[config.mk]
export PLATFORM = sky130hd
export DESIGN_NAME = video_test_pattern_generator
export DESIGN_NICKNAME = d
export VERILOG_FILES = /design/src/design/vtpg_pkg.sv /design/src/design/vtpg_front.sv /design/src/design/vtpg_desc_fifo.sv /design/src/design/vtpg_back.sv /design/src/design/video_test_pattern_generator.sv
export SDC_FILE = /design/constraint.sdc
export NUM_CORES = 1
export LEC_CHECK = 0
export ABC_CLOCK_PERIOD_IN_PS = 8100
export BUFFER_PORTS_ARGS = -buffer_cell sky130_fd_sc_hd__buf_2
export CAP_MARGIN = 20
export CORE_ASPECT_RATIO = 0.75
export CORE_MARGIN = 5
export CORE_UTILIZATION = 25
export DETAILED_ROUTE_END_ITERATION = 12
export PLACE_DENSITY = 0.44
export SYNTH_ARGS = -nofsm -noshare
export SYNTH_HDL_FRONTEND = slang
export SYNTH_SLANG_ARGS = --single-unit
[constraint.sdc]
create_clock -name clk_i -period 8.1 [get_ports clk_i]
set_clock_uncertainty 0.15 [all_clocks]
set_input_delay 1.62 -clock clk_i [delete_from_list [all_inputs] [get_ports clk_i]]
set_output_delay 1.62 -clock clk_i [all_outputs]
set_load 0.01 [all_outputs]
[src/design/vtpg_pkg.sv]
// Shared types, constants and colour tables of the video test pattern generator.
`default_nettype none

package vtpg_pkg;

  localparam int DIM_BITS    = 12;
  localparam int BAR_COUNT   = 8;
  localparam int BAR_SHIFT   = $clog2(BAR_COUNT);
  localparam int SQUARE_SIZE = 16;
  localparam int SQ_SHIFT    = $clog2(SQUARE_SIZE);
  localparam int TOTAL_W     = 26;
  localparam int PAYLOAD_W   = 25;
  localparam int CFG_DATA_W  = DIM_BITS;

  localparam logic [DIM_BITS-1:0] WIDTH_RESET  = DIM_BITS'(640);
  localparam logic [DIM_BITS-1:0] HEIGHT_RESET = DIM_BITS'(480);

  localparam int DESC_DEPTH  = 2;
  localparam int DESC_PTR_W  = (DESC_DEPTH > 1) ? $clog2(DESC_DEPTH) : 1;
  localparam int DESC_CNT_W  = $clog2(DESC_DEPTH + 1);
  localparam int OUT_DEPTH   = 2;
  localparam int OUT_PTR_W   = (OUT_DEPTH > 1) ? $clog2(OUT_DEPTH) : 1;
  localparam int OUT_CNT_W   = $clog2(OUT_DEPTH + 1);

  localparam logic [7:0]  LUMA_HI    = 8'd235;
  localparam logic [7:0]  LUMA_LO    = 8'd16;
  localparam logic [7:0]  CHROMA_MID = 8'd128;
  localparam logic [15:0] RGB_WHITE  = 16'hFFFF;
  localparam logic [15:0] RGB_BLACK  = 16'h0000;

  localparam logic [7:0] BAR_LUMA [BAR_COUNT] = '{
    8'd255, 8'd226, 8'd179, 8'd150, 8'd105, 8'd76, 8'd29, 8'd0};
  localparam logic [7:0] BAR_CB [BAR_COUNT] = '{
    8'd128, 8'd0, 8'd170, 8'd43, 8'd212, 8'd84, 8'd255, 8'd128};
  localparam logic [7:0] BAR_CR [BAR_COUNT] = '{
    8'd128, 8'd149, 8'd0, 8'd21, 8'd234, 8'd255, 8'd107, 8'd128};
  localparam logic [15:0] BAR_RGB [BAR_COUNT] = '{
    16'hFFFF, 16'hFFE0, 16'h07FF, 16'h07E0, 16'hF81F, 16'hF800, 16'h001F, 16'h0000};

  typedef enum logic [1:0] {
    REG_PATTERN = 2'd0,
    REG_FORMAT  = 2'd1,
    REG_WIDTH   = 2'd2,
    REG_HEIGHT  = 2'd3
  } cfg_reg_e;

  typedef enum logic [2:0] {
    FMT_YVYU   = 3'd0,
    FMT_YUYV   = 3'd1,
    FMT_RGB565 = 3'd2,
    FMT_GREY   = 3'd3
  } pix_fmt_e;

  // one classified pixel request, front to back
  typedef struct packed {
    logic                     err;
    logic [2:0]               fmt;
    logic                     board;
    logic                     white;
    logic [BAR_SHIFT-1:0]     bar;
    logic                     odd;
    logic                     last;
    logic [PAYLOAD_W-1:0]     payload;
  } desc_t;

  typedef struct packed {
    logic [7:0]           first_byte;
    logic [7:0]           second_byte;
    logic [1:0]           byte_count;
    logic                 end_of_frame;
    logic [PAYLOAD_W-1:0] payload_bytes;
    logic                 error;
  } result_t;

endpackage

`default_nettype wire

[src/design/vtpg_front.sv]
// Front end: config registers, raster position tracking and pixel classification.
`default_nettype none

module vtpg_front (
  input  wire logic                        clk_i,
  input  wire logic                        rst_ni,
  input  wire logic                        cfg_we_i,
  input  wire vtpg_pkg::cfg_reg_e          cfg_idx_i,
  input  wire logic [vtpg_pkg::CFG_DATA_W-1:0] cfg_data_i,
  input  wire logic                        push,
  output logic                             full,
  input  wire logic                        restart_i,
  input  wire logic                        desc_full_i,
  output logic                             desc_push_o,
  output vtpg_pkg::desc_t                  desc_o
);
  import vtpg_pkg::*;

  logic                pattern_q;
  logic [2:0]          fmt_q;
  logic [DIM_BITS-1:0] width_q, height_q;

  logic [DIM_BITS-1:0]  col_q, col_d, row_q, row_d, pos_q, pos_d;
  logic [BAR_SHIFT-1:0] bar_q, bar_d;
  logic [TOTAL_W-1:0]   total_q, total_d;

  logic                 accept, cfg_err, home, last, line_end, bar_end;
  logic [DIM_BITS-1:0]  eff_col, eff_row, eff_pos, bar_width;
  logic [BAR_SHIFT-1:0] eff_bar;
  logic [TOTAL_W-1:0]   eff_total, total_sum;
  logic [1:0]           cnt;
  logic [DIM_BITS:0]    col_inc, pos_inc;

  assign full        = desc_full_i;
  assign accept      = push & ~desc_full_i;
  assign desc_push_o = accept;

  always_ff @(posedge clk_i or negedge rst_ni) begin
    if (!rst_ni) begin
      pattern_q <= 1'b0;
      fmt_q     <= FMT_YUYV;
      width_q   <= WIDTH_RESET;
      height_q  <= HEIGHT_RESET;
    end else if (cfg_we_i) begin
      unique case (cfg_idx_i)
        REG_PATTERN: pattern_q <= cfg_data_i[0];
        REG_FORMAT:  fmt_q     <= cfg_data_i[2:0];
        REG_WIDTH:   width_q   <= cfg_data_i[DIM_BITS-1:0];
        REG_HEIGHT:  height_q  <= cfg_data_i[DIM_BITS-1:0];
      endcase
    end
  end

  always_comb begin
    cfg_err = (width_q == '0) || (height_q == '0) || fmt_q[2] ||
              (!pattern_q && (width_q < DIM_BITS'(BAR_COUNT)));
    // out-of-frame position after a size change behaves like a restart
    home      = restart_i || (col_q >= width_q) || (row_q >= height_q);
    eff_col   = home ? '0 : col_q;
    eff_row   = home ? '0 : row_q;
    eff_pos   = home ? '0 : pos_q;
    eff_bar   = home ? '0 : bar_q;
    eff_total = home ? '0 : total_q;

    cnt       = (fmt_q == FMT_GREY) ? 2'd1 : 2'd2;
    total_sum = eff_total + TOTAL_W'(cnt);
    last      = (eff_col == width_q - 1'b1) && (eff_row == height_q - 1'b1);

    bar_width = width_q >> BAR_SHIFT;
    col_inc   = {1'b0, eff_col} + 1'b1;
    pos_inc   = {1'b0, eff_pos} + 1'b1;
    line_end  = col_inc >= {1'b0, width_q};
    bar_end   = pos_inc >= {1'b0, bar_width};
  end

  always_comb begin
    col_d   = '0;
    row_d   = '0;
    pos_d   = '0;
    bar_d   = '0;
    total_d = '0;
    if (!(cfg_err || last)) begin
      total_d = total_sum;
      if (line_end) begin
        row_d = eff_row + 1'b1;
      end else begin
        row_d = eff_row;
        col_d = col_inc[DIM_BITS-1:0];
        if (bar_end) begin
          bar_d = (eff_bar < BAR_SHIFT'(BAR_COUNT - 1)) ? eff_bar + 1'b1 : eff_bar;
        end else begin
          bar_d = eff_bar;
          pos_d = pos_inc[DIM_BITS-1:0];
        end
      end
    end
  end

  always_ff @(posedge clk_i or negedge rst_ni) begin
    if (!rst_ni) begin
      col_q   <= '0;
      row_q   <= '0;
      pos_q   <= '0;
      bar_q   <= '0;
      total_q <= '0;
    end else if (accept) begin
      col_q   <= col_d;
      row_q   <= row_d;
      pos_q   <= pos_d;
      bar_q   <= bar_d;
      total_q <= total_d;
    end
  end

  always_comb begin
    desc_o.err     = cfg_err;
    desc_o.fmt     = fmt_q;
    desc_o.board   = pattern_q;
    desc_o.white   = eff_col[SQ_SHIFT] == eff_row[SQ_SHIFT];
    desc_o.bar     = eff_bar;
    desc_o.odd     = eff_col[0];
    desc_o.last    = last;
    desc_o.payload = total_sum[PAYLOAD_W-1:0];
  end

endmodule

`default_nettype wire

[src/design/vtpg_desc_fifo.sv]
// Short queue of classified pixel requests between front and back.
`default_nettype none

module vtpg_desc_fifo (
  input  wire logic            clk_i,
  input  wire logic            rst_ni,
  input  wire logic            push_i,
  input  wire vtpg_pkg::desc_t data_i,
  output logic                 full_o,
  input  wire logic            pop_i,
  output vtpg_pkg::desc_t      data_o,
  output logic                 empty_o
);
  import vtpg_pkg::*;

  desc_t                 mem_q [DESC_DEPTH];
  logic [DESC_PTR_W-1:0] wr_q, wr_d, rd_q, rd_d;
  logic [DESC_CNT_W-1:0] cnt_q, cnt_d;
  logic                  do_push, do_pop;

  assign full_o  = cnt_q == DESC_CNT_W'(DESC_DEPTH);
  assign empty_o = cnt_q == '0;
  assign do_push = push_i & ~full_o;
  assign do_pop  = pop_i & ~empty_o;
  assign data_o  = mem_q[rd_q];

  always_comb begin
    wr_d  = wr_q;
    rd_d  = rd_q;
    if (do_push) wr_d = (wr_q == DESC_PTR_W'(DESC_DEPTH - 1)) ? '0 : wr_q + 1'b1;
    if (do_pop)  rd_d = (rd_q == DESC_PTR_W'(DESC_DEPTH - 1)) ? '0 : rd_q + 1'b1;
    cnt_d = cnt_q + DESC_CNT_W'(do_push) - DESC_CNT_W'(do_pop);
  end

  always_ff @(posedge clk_i or negedge rst_ni) begin
    if (!rst_ni) begin
      wr_q  <= '0;
      rd_q  <= '0;
      cnt_q <= '0;
    end else begin
      wr_q  <= wr_d;
      rd_q  <= rd_d;
      cnt_q <= cnt_d;
    end
  end

  always_ff @(posedge clk_i) begin
    if (do_push) mem_q[wr_q] <= data_i;
  end

endmodule

`default_nettype wire

[src/design/vtpg_back.sv]
// Back end: colour lookup, byte packing and the output result queue.
`default_nettype none

module vtpg_back (
  input  wire logic             clk_i,
  input  wire logic             rst_ni,
  input  wire vtpg_pkg::desc_t  desc_i,
  input  wire logic             desc_empty_i,
  output logic                  desc_pop_o,
  output logic                  empty,
  input  wire logic             pop,
  output vtpg_pkg::result_t     res_o
);
  import vtpg_pkg::*;

  result_t              res_q [OUT_DEPTH];
  result_t              res_d;
  logic [OUT_PTR_W-1:0] wr_q, wr_d, rd_q, rd_d;
  logic [OUT_CNT_W-1:0] cnt_q, cnt_d;
  logic                 do_push, do_pop;
  logic [7:0]           luma, cb, cr;
  logic [15:0]          rgb;

  assign empty      = cnt_q == '0;
  assign do_pop     = pop & ~empty;
  assign do_push    = ~desc_empty_i & (cnt_q != OUT_CNT_W'(OUT_DEPTH));
  assign desc_pop_o = do_push;
  assign res_o      = res_q[rd_q];

  always_comb begin
    if (desc_i.board) begin
      luma = desc_i.white ? LUMA_HI : LUMA_LO;
      cb   = CHROMA_MID;
      cr   = CHROMA_MID;
      rgb  = desc_i.white ? RGB_WHITE : RGB_BLACK;
    end else begin
      luma = BAR_LUMA[desc_i.bar];
      cb   = BAR_CB[desc_i.bar];
      cr   = BAR_CR[desc_i.bar];
      rgb  = BAR_RGB[desc_i.bar];
    end
  end

  always_comb begin
    res_d = '0;
    if (desc_i.err) begin
      res_d.end_of_frame = 1'b1;
      res_d.error        = 1'b1;
    end else begin
      unique case (desc_i.fmt)
        FMT_YVYU: begin
          res_d.first_byte  = luma;
          res_d.second_byte = desc_i.odd ? cb : cr;
          res_d.byte_count  = 2'd2;
        end
        FMT_YUYV: begin
          res_d.first_byte  = luma;
          res_d.second_byte = desc_i.odd ? cr : cb;
          res_d.byte_count  = 2'd2;
        end
        FMT_RGB565: begin
          res_d.first_byte  = rgb[7:0];
          res_d.second_byte = rgb[15:8];
          res_d.byte_count  = 2'd2;
        end
        default: begin
          res_d.first_byte  = luma;
          res_d.byte_count  = 2'd1;
        end
      endcase
      res_d.end_of_frame  = desc_i.last;
      res_d.payload_bytes = desc_i.last ? desc_i.payload : '0;
    end
  end

  always_comb begin
    wr_d  = wr_q;
    rd_d  = rd_q;
    if (do_push) wr_d = (wr_q == OUT_PTR_W'(OUT_DEPTH - 1)) ? '0 : wr_q + 1'b1;
    if (do_pop)  rd_d = (rd_q == OUT_PTR_W'(OUT_DEPTH - 1)) ? '0 : rd_q + 1'b1;
    cnt_d = cnt_q + OUT_CNT_W'(do_push) - OUT_CNT_W'(do_pop);
  end

  always_ff @(posedge clk_i or negedge rst_ni) begin
    if (!rst_ni) begin
      wr_q  <= '0;
      rd_q  <= '0;
      cnt_q <= '0;
    end else begin
      wr_q  <= wr_d;
      rd_q  <= rd_d;
      cnt_q <= cnt_d;
    end
  end

  always_ff @(posedge clk_i) begin
    if (do_push) res_q[wr_q] <= res_d;
  end

endmodule

`default_nettype wire

[src/design/video_test_pattern_generator.sv]
// Top level of the video test pattern generator.
//
//  channel  | handshake              | carries
//  ---------+------------------------+------------------------------------------
//  input    | push / full            | restart_i
//  result   | empty / pop            | first/second byte, count, eof, total, err
//  config   | cfg_we_i (no wait)     | cfg_idx_i, cfg_data_i
//
// One pixel request per clock sustained while full is low; the front's position update
// is combinational. A request goes through the request queue, then the result queue.
// Reset clears position, byte total and both queues; config returns to its reset values.
// full rises when the two-entry request queue is full; the back end stops draining it
// while its two-entry result queue is full and waits on pop.
`default_nettype none

module video_test_pattern_generator (
  input  wire logic                              clk_i,
  input  wire logic                              rst_ni,
  input  wire logic                              cfg_we_i,
  input  wire vtpg_pkg::cfg_reg_e                cfg_idx_i,
  input  wire logic [vtpg_pkg::CFG_DATA_W-1:0]   cfg_data_i,
  input  wire logic                              push,
  output logic                                   full,
  input  wire logic                              restart_i,
  output logic                                   empty,
  input  wire logic                              pop,
  output logic [7:0]                             first_byte_o,
  output logic [7:0]                             second_byte_o,
  output logic [1:0]                             byte_count_o,
  output logic                                   end_of_frame_o,
  output logic [vtpg_pkg::PAYLOAD_W-1:0]         payload_bytes_o,
  output logic                                   error_o
);
  import vtpg_pkg::*;

  desc_t   front_desc, back_desc;
  logic    desc_push, desc_full, desc_pop, desc_empty;
  result_t res;

  vtpg_front u_front (
    .clk_i       (clk_i),
    .rst_ni      (rst_ni),
    .cfg_we_i    (cfg_we_i),
    .cfg_idx_i   (cfg_idx_i),
    .cfg_data_i  (cfg_data_i),
    .push        (push),
    .full        (full),
    .restart_i   (restart_i),
    .desc_full_i (desc_full),
    .desc_push_o (desc_push),
    .desc_o      (front_desc)
  );

  vtpg_desc_fifo u_desc_fifo (
    .clk_i   (clk_i),
    .rst_ni  (rst_ni),
    .push_i  (desc_push),
    .data_i  (front_desc),
    .full_o  (desc_full),
    .pop_i   (desc_pop),
    .data_o  (back_desc),
    .empty_o (desc_empty)
  );

  vtpg_back u_back (
    .clk_i        (clk_i),
    .rst_ni       (rst_ni),
    .desc_i       (back_desc),
    .desc_empty_i (desc_empty),
    .desc_pop_o   (desc_pop),
    .empty        (empty),
    .pop          (pop),
    .res_o        (res)
  );

  assign first_byte_o    = res.first_byte;
  assign second_byte_o   = res.second_byte;
  assign byte_count_o    = res.byte_count;
  assign end_of_frame_o  = res.end_of_frame;
  assign payload_bytes_o = res.payload_bytes;
  assign error_o         = res.error;

endmodule

`default_nettype wire

# Word-level counts from Yosys, hierarchy flattened
# Memory sizes are Yosys's and may differ from the RTL's.
# Cells that the tools add are included.
[op_classes] add_sub_neg=15 magnitude_cmp=7 n_eq_ne=11 muxes=50 bitwise_logic=9 reduce_logical=20
[op_table] op="2-to-1 mux 12 bit" count=10
[op_table] op="2-to-1 mux 8 bit" count=13
[op_table] op="2-to-1 mux 16 bit" count=4
[op_table] op="2-to-1 mux 26 bit" count=2
[op_table] op="2-to-1 mux 25 bit" count=2
[op_table] op="adder 12 x 1 -> 13 bit, second input constant" count=2
[op_table] op="adder 26 x 2 -> 26 bit" count=1
[op_table] op="== test 12 bit" count=2
[op_table] op="greater-or-equal comparator 12 bit" count=2
[op_table] op="zero test 12 bit" count=2
[op_table] op="one-hot mux 8 bit (3 select lines)" count=1
[op_table] op="subtractor 12 x 1 -> 12 bit, second input constant" count=2
[op_table] op="2-to-1 mux 18 bit" count=1
[op_table] op="2-to-1 mux 3 bit" count=5
[op_table] op="greater-or-equal comparator 13 x 12 -> 1 bit" count=1
[op_table] op="greater-or-equal comparator 13 x 9 -> 1 bit" count=1
[op_table] op="adder 12 x 1 -> 12 bit, second input constant" count=1
[op_table] op="less-than comparator 12 x 4 -> 1 bit, second input constant" count=1
[op_table] op="2-to-1 mux 1 bit" count=10
[op_table] op="AND reduction 2 bit" count=4
[op_table] op="== test 2 bit, second input constant" count=3
[op_table] op="== test 3 x 2 -> 1 bit, second input constant" count=2
[op_table] op="zero test 2 bit" count=3
[op_table] op="logical OR 1 bit" count=6
[op_table] op="18 further kinds" count=31
[word_totals] reg_bits=101 mem_bits_rw=162 rom_bits=320 in_bits=20 out_inout_bits=47 wordCells=133 mem_count=6
[mem_list] name="(no name shown)" words=8 width=16 rd=1 rd_clocked_by_memory_dff=0 write_ports=0 line_no="vtpg_back.sv:40" source="rgb = BAR_RGB[desc_i.bar];"
[mem_list] name="u_back.res_q" words=2 width=45 rd=1 rd_clocked_by_memory_dff=0 write_ports=1 line_no="vtpg_back.sv:16" source="result_t res_q [OUT_DEPTH];"
[mem_list] name="u_desc_fifo.mem_q" words=2 width=36 rd=1 rd_clocked_by_memory_dff=0 write_ports=1 line_no="vtpg_desc_fifo.sv:16" source="desc_t mem_q [DESC_DEPTH];"
[mem_list] name="(no name shown)" words=8 width=8 rd=1 rd_clocked_by_memory_dff=0 write_ports=0 line_no="vtpg_back.sv:38" source="cb = BAR_CB[desc_i.bar];"
[mem_list] name="(no name shown)" words=8 width=8 rd=1 rd_clocked_by_memory_dff=0 write_ports=0 line_no="vtpg_back.sv:39" source="cr = BAR_CR[desc_i.bar];"
[mem_list] name="(no name shown)" words=8 width=8 rd=1 rd_clocked_by_memory_dff=0 write_ports=0 line_no="vtpg_back.sv:37" source="luma = BAR_LUMA[desc_i.bar];"

# Longest topological paths before layout
# Gate-level depths: netlist (run 1).
[logic_depth] ltp_word=9 mapped_depth=28 mapped_depth_nobuf=23

# Cells and area by module
# A second synthesis (run 1) with hierarchy kept.
[hier_totals] cells_unflattened=1215 area_unflattened_um2=14232.4
[modules_own_cells] module="vtpg_front" n_inst=1 cells_per_inst=824 area_each_um2=7253.2 seq_area_each_um2=2311.0
[modules_own_cells] module="vtpg_back" n_inst=1 cells_per_inst=261 area_each_um2=4031.4 seq_area_each_um2=2742.6
[modules_own_cells] module="vtpg_desc_fifo" n_inst=1 cells_per_inst=130 area_each_um2=2947.8 seq_area_each_um2=2262.2

# Worst setup path before layout (run 1)
# Ideal clock, no wire load.
[synth_path] path_kind="input port to flip-flop" from="input port restart_i" to="register u_front.row_q[5]" setup_ns=0.127 arrival_time_ns=5.740 required_time_ns=7.823 setup_slack_ns=2.083 path_stages=24 path_buffers=4 cell_sequence="nor3_1 > o211ai_1 > nor2_1 > and2_1 > clkbuf_1 > nand2_1 > clkbuf_1 > buf_1 > nor2_1 > ha_1 > nand2_1 > nor3_1 > xnor2_1 > nor2_1 > ha_1 > and4_1 > nand2_1 > nand3_1 > a31oi_1 > o221a_2 > clkbuf_1 > or4_1 > a31oi_1 > o21ai_0"
[synth_rtl] item="start, declared" line_no="video_test_pattern_generator.sv:24" source="input wire logic restart_i,"
[synth_rtl] item="end signal, assigned" line_no="vtpg_front.sv:108" source="row_q <= row_d;"
[synth_rtl] item="end, declared" line_no="vtpg_front.sv:23" source="logic [DIM_BITS-1:0] col_q, col_d, row_q, row_d, pos_q, pos_d;"

==> impl_results.md, run 1 <==
- Hold Crit Start: u_front.pos_q[11]$_DFFE_PN0P_
- Pin count of the biggest net entering global routing: 80
- R2r setup slk: between 2000 and 2500 ps
- Sinks on Clock Net: between 200 and 300
- Mean Syn Cell Area: between 10 and 15 um^2
- Fraction of layout cells with a size suffix above 1: roughly 17%
- Setup TNS Final: 0 ps
- Hold_ws: 338.5 ps
- Crit path launch type: flop
- Clock Latency Late Sink: ~560 ps
- Register area share after synthesis: 53.31%
- Initial antenna violation count: 1
- Worst Tran Pin Value: between 900 and 1000 ps
- Area of the multi-input gates: around 6000 um^2
- Power density over cell area: between 300 and 400 nW/um^2
- Reg area: 7318 um^2
- Reg-to-Reg End: u_front.total_q[8]$_DFFE_PN0P_
- Min-Delay Path Class: flop to flop
- CP Capture Type: flop
- Synth cell types: slightly below 70
- Gates resized, CTS repair: 0
- Initial Util: around 25%
- Fmax: 0.1659 GHz
- Setup violation total in the final timing report: 0
- Design Area, Final: between 15,000 and 20,000 um^2
- Highest-count cells in the layout ignoring fill and taps: edfxtp_1 (160), nand2_1 (131), nor2_1 (101)
- RSZ-0062 raised after global routing: false
- # DRC: 0
- Global-route wire length before repair: approximately 55,000 um
- Routed length per instance: ~17 um
- Worst-path clk slew: roughly 60 ps
- NumNets Final: between 1,000 and 1,500
- Slowest cell on the critical path: nand2_1
- Top_reg_cell synth: edfxtp_1
- Syn_nets: 1,315
- CTS tree: built
- GP Congestion: around 0.83
- Number of synthesis warnings: 0
- Syn-to-layout area delta: 15.12%
- Total chip power: 5019 uW
- Share of the synthesized area in the top cell type: 35.01%
- Antenna-violating nets left: 0
- Setup Crit Path Kind: flop to flop
- Status: completed
- Syn Inst Count: between 1,000 and 1,500
- Grt total ovfl: 0
- Detailed Routing Iterations Pass 1: 5
- DIE HEIGHT: ~210 um
- Worst Path Required: 8340 ps
- Critical Path Max Stage Delay: ~710 ps
- Post-synth ARST share: between 30% and 40%
- Worst reg2reg path depth: 16
- Peak supply drop: approximately 0.16 mV
- GRT Total Usage: around 12%
- Synthesized cell area: between 10,000 and 15,000 um^2
- Pins Over Slew Limit: 0
- Slew headroom: between 30% and 40%
- Crit path arrival time: ~6300 ps
- Drt initial violations: ~800
- Count of flip-flops with a built-in enable after synthesis: 160
- Core Rows: between 70 and 80
- Critical-path cell list: inv_1 > ha_1 > a211oi_1 > o21ai_0 > a211oi_1 > o22a_1 > nand2_1 > nor2_1 > ha_1 > o221ai_1 > a211o_1 > or4b_4 > a2111oi_4 > nand4_4 > nand2_1 > o21ai_0
- Worst r2r src: u_front.width_q[2]$_DFFE_PN0P_
- Worst Path Max Fanout: 26
- Post-cts hold buffer count: 0
- #FFs+latches synth: between 200 and 300
- Final Cycle Share: ~74%
- Leak: 0.006102 uW
- Post-CTS setup buffers: 0
- Hold Path Sink: u_front.pos_q[11]$_DFFE_PN0P_
- Placed cell areas: 14,890 um^2
- Total CTS buffers: 29
- Clock buffer depth: 3
- Minimum clock period after layout: around 6000 ps
- # fillers: 5,573
- I/O Buffers: 66
- Worst Setup SP: u_front.width_q[2]$_DFFE_PN0P_
- Core area: between 50,000 and 60,000 um^2
- Routed wire length: 34,800 um
- Biggest area consumer among synthesized cells: edfxtp_1
- DP Wirelength: about 25,000 um
- Synth area leaders: edfxtp_1 (35%), dfrtp_1 (17%), mux2_2 (6.3%)
- Number of global-route vias before repair: 9,447
- DR vias: between 9,000 and 10,000
- I/O Pins: 67
- H-tree depth: 1
- Most common cell after layout, fill and taps aside: edfxtp_1
- DR vias/cell: between 4 and 5
- Die Width: 280.5 um
- Max-Cap Viols: 0
- Endpoints failing hold: 0
- Worst hold path depth: 1
- Die ar.: roughly 60,000 um^2
- Clock root cell: clkbuf_16
[power breakdown]
group	switching (uW)	internal (uW)	total [uW]	leakage (uW)
combinational	1020	663	1690	0.00283
clock	536	700	1240	0.000436
sequential	172	1930	2100	0.00284
total	1730	3290	5020	0.00610
[layout make-up]
| cell class | instances | share of cell area, % |
|---|---|---|
| Antenna cell | 1 | 0.01584 |
| Clock buffer | 37 | 4.848 |
| Multi-Input combinational cell | 853 | 37.70 |
| Inverter | 65 | 1.545 |
| Timing Repair Buffer | 81 | 3.152 |
| Clock inverter | 15 | 0.6970 |
| Sequential cell | 260 | 46.33 |
| Tap cell | 722 | 5.719 |
[worst max path at each step]
stage / endpoint / depth (start not counted)
finish: u_front.total_q[8]$_DFFE_PN0P_ / 16
detailed placement: u_front.total_q[8]$_DFFE_PN0P_ / 16
global route: u_front.row_q[11]$_DFFE_PN0P_ / 22
floorplan: u_front.row_q[5]$_DFFE_PN0P_ / 24
CTS: u_front.row_q[11]$_DFFE_PN0P_ / 22
global placement: u_front.total_q[4]$_DFFE_PN0P_ / 16
[Yosys cell counts (all sizes together) (15+ instances only)]
| cell | number |
|---|---|
| xor2 | 27 |
| edfxtp | 160 |
| mux2i | 30 |
| nand2 | 132 |
| xnor2 | 46 |
| buf | 17 |
| nor2 | 104 |
| nand3 | 35 |
| mux2 | 77 |
| nor3 | 22 |
| inv | 65 |
| ha | 63 |
| dfrtp | 93 |
| nand4 | 19 |
| or3 | 15 |
| clkbuf | 36 |
| a21oi | 45 |
| o21ai | 54 |
| o22ai | 18 |
[critical path, delay by kind of cell, from the launching register on]
family / cells / cell delay (ps)
flops: 1 / 530
fa+ha+maj: 2 / 540
compound gates: 8 / 2380
simple gates: 5 / 2160
buf+inv: 1 / 110
[state kept, by name, summed over array words and instances (netlist names)]
name / flops
u_front.fmt_q: 3
u_front.bar_q: 3
u_desc_fifo.cnt_q: 2
u_desc_fifo.mem_q: 72
u_back.wr_q: 1
u_front.pattern_q: 1
u_front.row_q: 12
u_desc_fifo.wr_q: 1
u_front.col_q: 12
u_front.width_q: 12
u_back.res_q: 88
u_front.total_q: 25
u_front.pos_q: 12
u_front.height_q: 12
u_desc_fifo.rd_q: 1
u_back.cnt_q: 2
u_back.rd_q: 1
[cell families (layout without fill, tap and decap cells)]
kind of cell / after synthesis / count (layout) / share of synthesized area [%]
mux: 107 / 107 / 8.507
fa+ha+maj: 64 / 64 / 5.890
flops: 260 / 260 / 53.31
buf+inv: 118 / 198 / 3.437
simple gates: 403 / 403 / 14.16
compound gates: 203 / 203 / 9.538
xor+xnor: 76 / 76 / 5.152
other cells: 0 / 1 / 0
[per-stage QoR]
stage | std cells | util (%) | worst slack (ps)
2_1_floorplan | 1231 | - | 2083
3_3_place_gp | 1978 | 27.31 | 2081
3_5_place_dp | 1980 | 27.40 | 1948
4_1_cts | 2032 | 29.01 | 2059
5_1_grt | 2033 | 29.06 | 1563
6_report | 2034 | 29.06 | 2070
[metal layers]
| layer | share of wire (%) | global-route usage [%] | vias up |
|---|---|---|---|
| li1 | - | - | 4601 |
| met1 | 49 | 17.04 | 4625 |
| met2 | 45 | 17.80 | 158 |
| met3 | 4.2 | 2.033 | 52 |
| met4 | 1.8 | 2.312 | 0 |
| met5 | 0 | 0 | - |
(Power assumes the default switching activity.)
==> run 2: changes to the inputs <==
- ABC_AREA: default -> 1
- ABC_CLOCK_PERIOD_IN_PS: 8100 -> 4800
- PLACE_DENSITY: 0.44 -> 0.46
- clock period: 8.1 -> 4.8 ns (I/O delays scaled with it)
==> run 2 against run 1 <==
Fmax up 34%. Die area rose by 5.5%. Total power grew 82%. Clock power grew 91%. Synthesized area is 5.7% higher. Worst setup slack worse by 1800 ps. Design area is 8.3% higher. Highest routed layer unchanged.
==> impl_results.md, run 2 <==
- Leak: between 0.007 and 0.008 uW
- Global-route wire length before repair: between 60,000 and 70,000 um
- NumNets Final: around 1,900
- Min-Delay Path Class: input port to async pin
- Syn_nets: 1,788
- Share of the synthesized area in the top cell type: between 30% and 40%
- Post-layout util: between 20 and 30%
- Number of synthesis warnings: 0
- Final Cycle Share: 93.74%
- DIE HEIGHT: 218.6 um
- RSZ-0062 raised after global routing: true
- Post-synth ARST share: between 30% and 40%
- Pin count of the biggest net entering global routing: 54
- Slowest cell on the critical path: dfrtp_1
- Placed cell areas: roughly 16,000 um^2
- Grt total ovfl: 0
- CP Capture Type: flop
- Clock buffer depth: 3
- DR vias: 11,481
- Crit path arrival time: roughly 4800 ps
- I/O Buffers: 66
- Fmax: roughly 0.22 GHz
- Worst Tran Pin Value: 1039 ps
- Minimum clock period after layout: around 4500 ps
- Total CTS buffers: 30
- Peak supply drop: approximately 0.32 mV
- Critical Path Max Stage Delay: 480 ps
- Status: completed
- GRT Total Usage: 12.57%
- Design Area, Final: between 15,000 and 20,000 um^2
- Syn Inst Count: approximately 1,700
- Antenna-violating nets left: 0
- DP Wirelength: 29,170 um
- Count of flip-flops with a built-in enable after synthesis: 160
- Max-Cap Viols: 0
- Die Width: between 200 and 300 um
- Most common cell in the netlist: nand2_1
- Critical path buffers and inverters: 5
- Worst-path clk slew: approximately 60 ps
- Fraction of layout cells with a size suffix above 1: about 14%
- Synthesized cell area: between 10,000 and 15,000 um^2
- Detailed Routing Iterations Pass 1: 6
- Routed wire length: 40,010 um
- Power density over cell area: approximately 530 nW/um^2
- Synth cell types: 48
- Critical Path Most Common Cell: nand2_1
- Area of the multi-input gates: slightly above 6000 um^2
- Die ar.: between 60,000 and 70,000 um^2
- CP top delay family: simple AND/OR/NAND/NOR gates
- Slew headroom: a little under a third
- Crit path launch type: flop
- Initial Util: roughly 25%
- Synth area leaders: edfxtp_1 (33%), dfrtp_1 (16%), nand2_1 (14%)
- # DRC: 0
- Setup TNS Final: 0 ps
- Ant. Diodes: 0
- Highest-count cells in the layout ignoring fill and taps: nand2_1 (537), inv_1 (204), edfxtp_1 (160)
- GP Congestion: 0.9176
- Largest Register: u_back.res_q
- # fillers: 6,079
- Endpoints failing hold: 0
- Routed length per instance: 15.38 um
- Pins Over Slew Limit: 0
- Post-cts hold buffer count: 0
- Syn-to-layout area delta: 17.87%
- I/O Pins: 67
- Sinks on Clock Net: 260
- Worst Path Required: between 5000 and 6000 ps
- Drt initial violations: approximately 900
- Top post-synthesis cells by count: nand2_1 (538), inv_1 (207), edfxtp_1 (160)
- Core area: 57,440 um^2
- Core Rows: between 70 and 80
- Clock Latency Late Sink: slightly below 600 ps
- Initial antenna violation count: 0
- DR vias/cell: about 4.4
- Top_reg_cell synth: edfxtp_1
- Worst Path Max Fanout: 11
- #FFs+latches synth: 260
- Top Registers: u_back.res_q: 88 flops, u_desc_fifo.mem_q: 72 flops, u_front.total_q: 25 flops
- Number of global-route vias before repair: about 11,000
- Reg area: 7318 um^2
- Setup violation total in the final timing report: 0
- Setup Crit Path Kind: flop to flop
- Clock root cell: clkbuf_16
- Register area share after synthesis: 50.42%
- Most common cell after layout, fill and taps aside: nand2_1
- Biggest area consumer among synthesized cells: edfxtp_1
- H-tree depth: 1
- Max reg flops: slightly below 90
- CTS tree: built
- Mean Syn Cell Area: 8.515 um^2
[run 2: changes by cell type in the layout (fill, tap and decap cells not counted), moves of 19 or more]
cell / change
buf_4: +28
xnor2_1: -26
inv_1: +139
mux2_2: -77
mux2i_1: -28
nand4_1: +19
nand3_1: +42
nor2_1: +41
o21ai_1: +36
nor2_2: +20
nand2_1: +406
[run 2: path summary, 6_finish.rpt]
path	depth (start not counted)	slack, ps	to	from
worst max-delay path	28	300	u_front.row_q[1]$_DFFE_PN0P_	u_front.col_q[1]$_DFFE_PN0P_
worst min-delay path	1	310	u_front.row_q[10]$_DFFE_PN0P_	rst_ni
worst max register to register	28	300	u_front.row_q[1]$_DFFE_PN0P_	u_front.col_q[1]$_DFFE_PN0P_
worst min register to register	2	330	u_front.total_q[7]$_DFFE_PN0P_	u_front.total_q[7]$_DFFE_PN0P_
max in group asynchronous	2	3200	u_front.width_q[9]$_DFFE_PN1P_	rst_ni
min in group clk_i	2	330	u_front.total_q[7]$_DFFE_PN0P_	u_front.total_q[7]$_DFFE_PN0P_
[run 2: cell families after synthesis]
kind of cell             synth area share [%]
XOR/XNOR                                3.665
buffers and inverters                   7.502
AO/OA/AOI/OAI                           6.510
AND/OR/NAND/NOR                         26.20
multiplexers                           0.1380
flip-flops                              50.42
adder cells (fa/ha/maj)                 5.570
[run 2: final cells by class]
class / instances / share of cell area (%)
Inverter: 211 / 4.660
Timing Repair Buffer: 113 / 4.302
Clock buffer: 42 / 5.063
Clock inverter: 14 / 1.017
Multi-Input combinational cell: 1182 / 36.46
Tap cell: 780 / 5.706
Sequential cell: 260 / 42.79
[run 2: what timing repair did]
item                       CTS  global route
setup buffers                0             1
hold endpoints to repair     0             0
gates resized for setup      0            36
setup endpoints to repair    0            44
[run 2: layer usage]
metal  track usage (%)  vias up  part of all wire, %
met5                 0        -                    0
met4             2.588        0                  1.9
met3             2.117       48                  5.3
met2             18.78      266                   42
met1             19.08     5445                   51
li1                  -     5722                    -
[run 2: per-stage QoR]
| step | std cells | total power (uW) | hold WS, ps | setup WS, ps |
|---|---|---|---|---|
| 2_1_floorplan | 1704 | 5594 | 298.9 | 93.83 |
| 4_1_cts | 2601 | 9271 | 321.9 | 43.30 |
| 3_5_place_dp | 2545 | 6837 | 316.0 | -52.07 |
| 3_3_place_gp | 2542 | 6763 | 313.4 | -10.71 |
| 6_report | 2602 | 9125 | 314.2 | 300.4 |
| 5_1_grt | 2602 | 9817 | 353.4 | -81.80 |
[run 2: power by group]
group	total [uW]	internal, uW	switching, uW
Clock	2370	1420	952
Sequential	3480	3260	218
Combinational	3270	982	2290
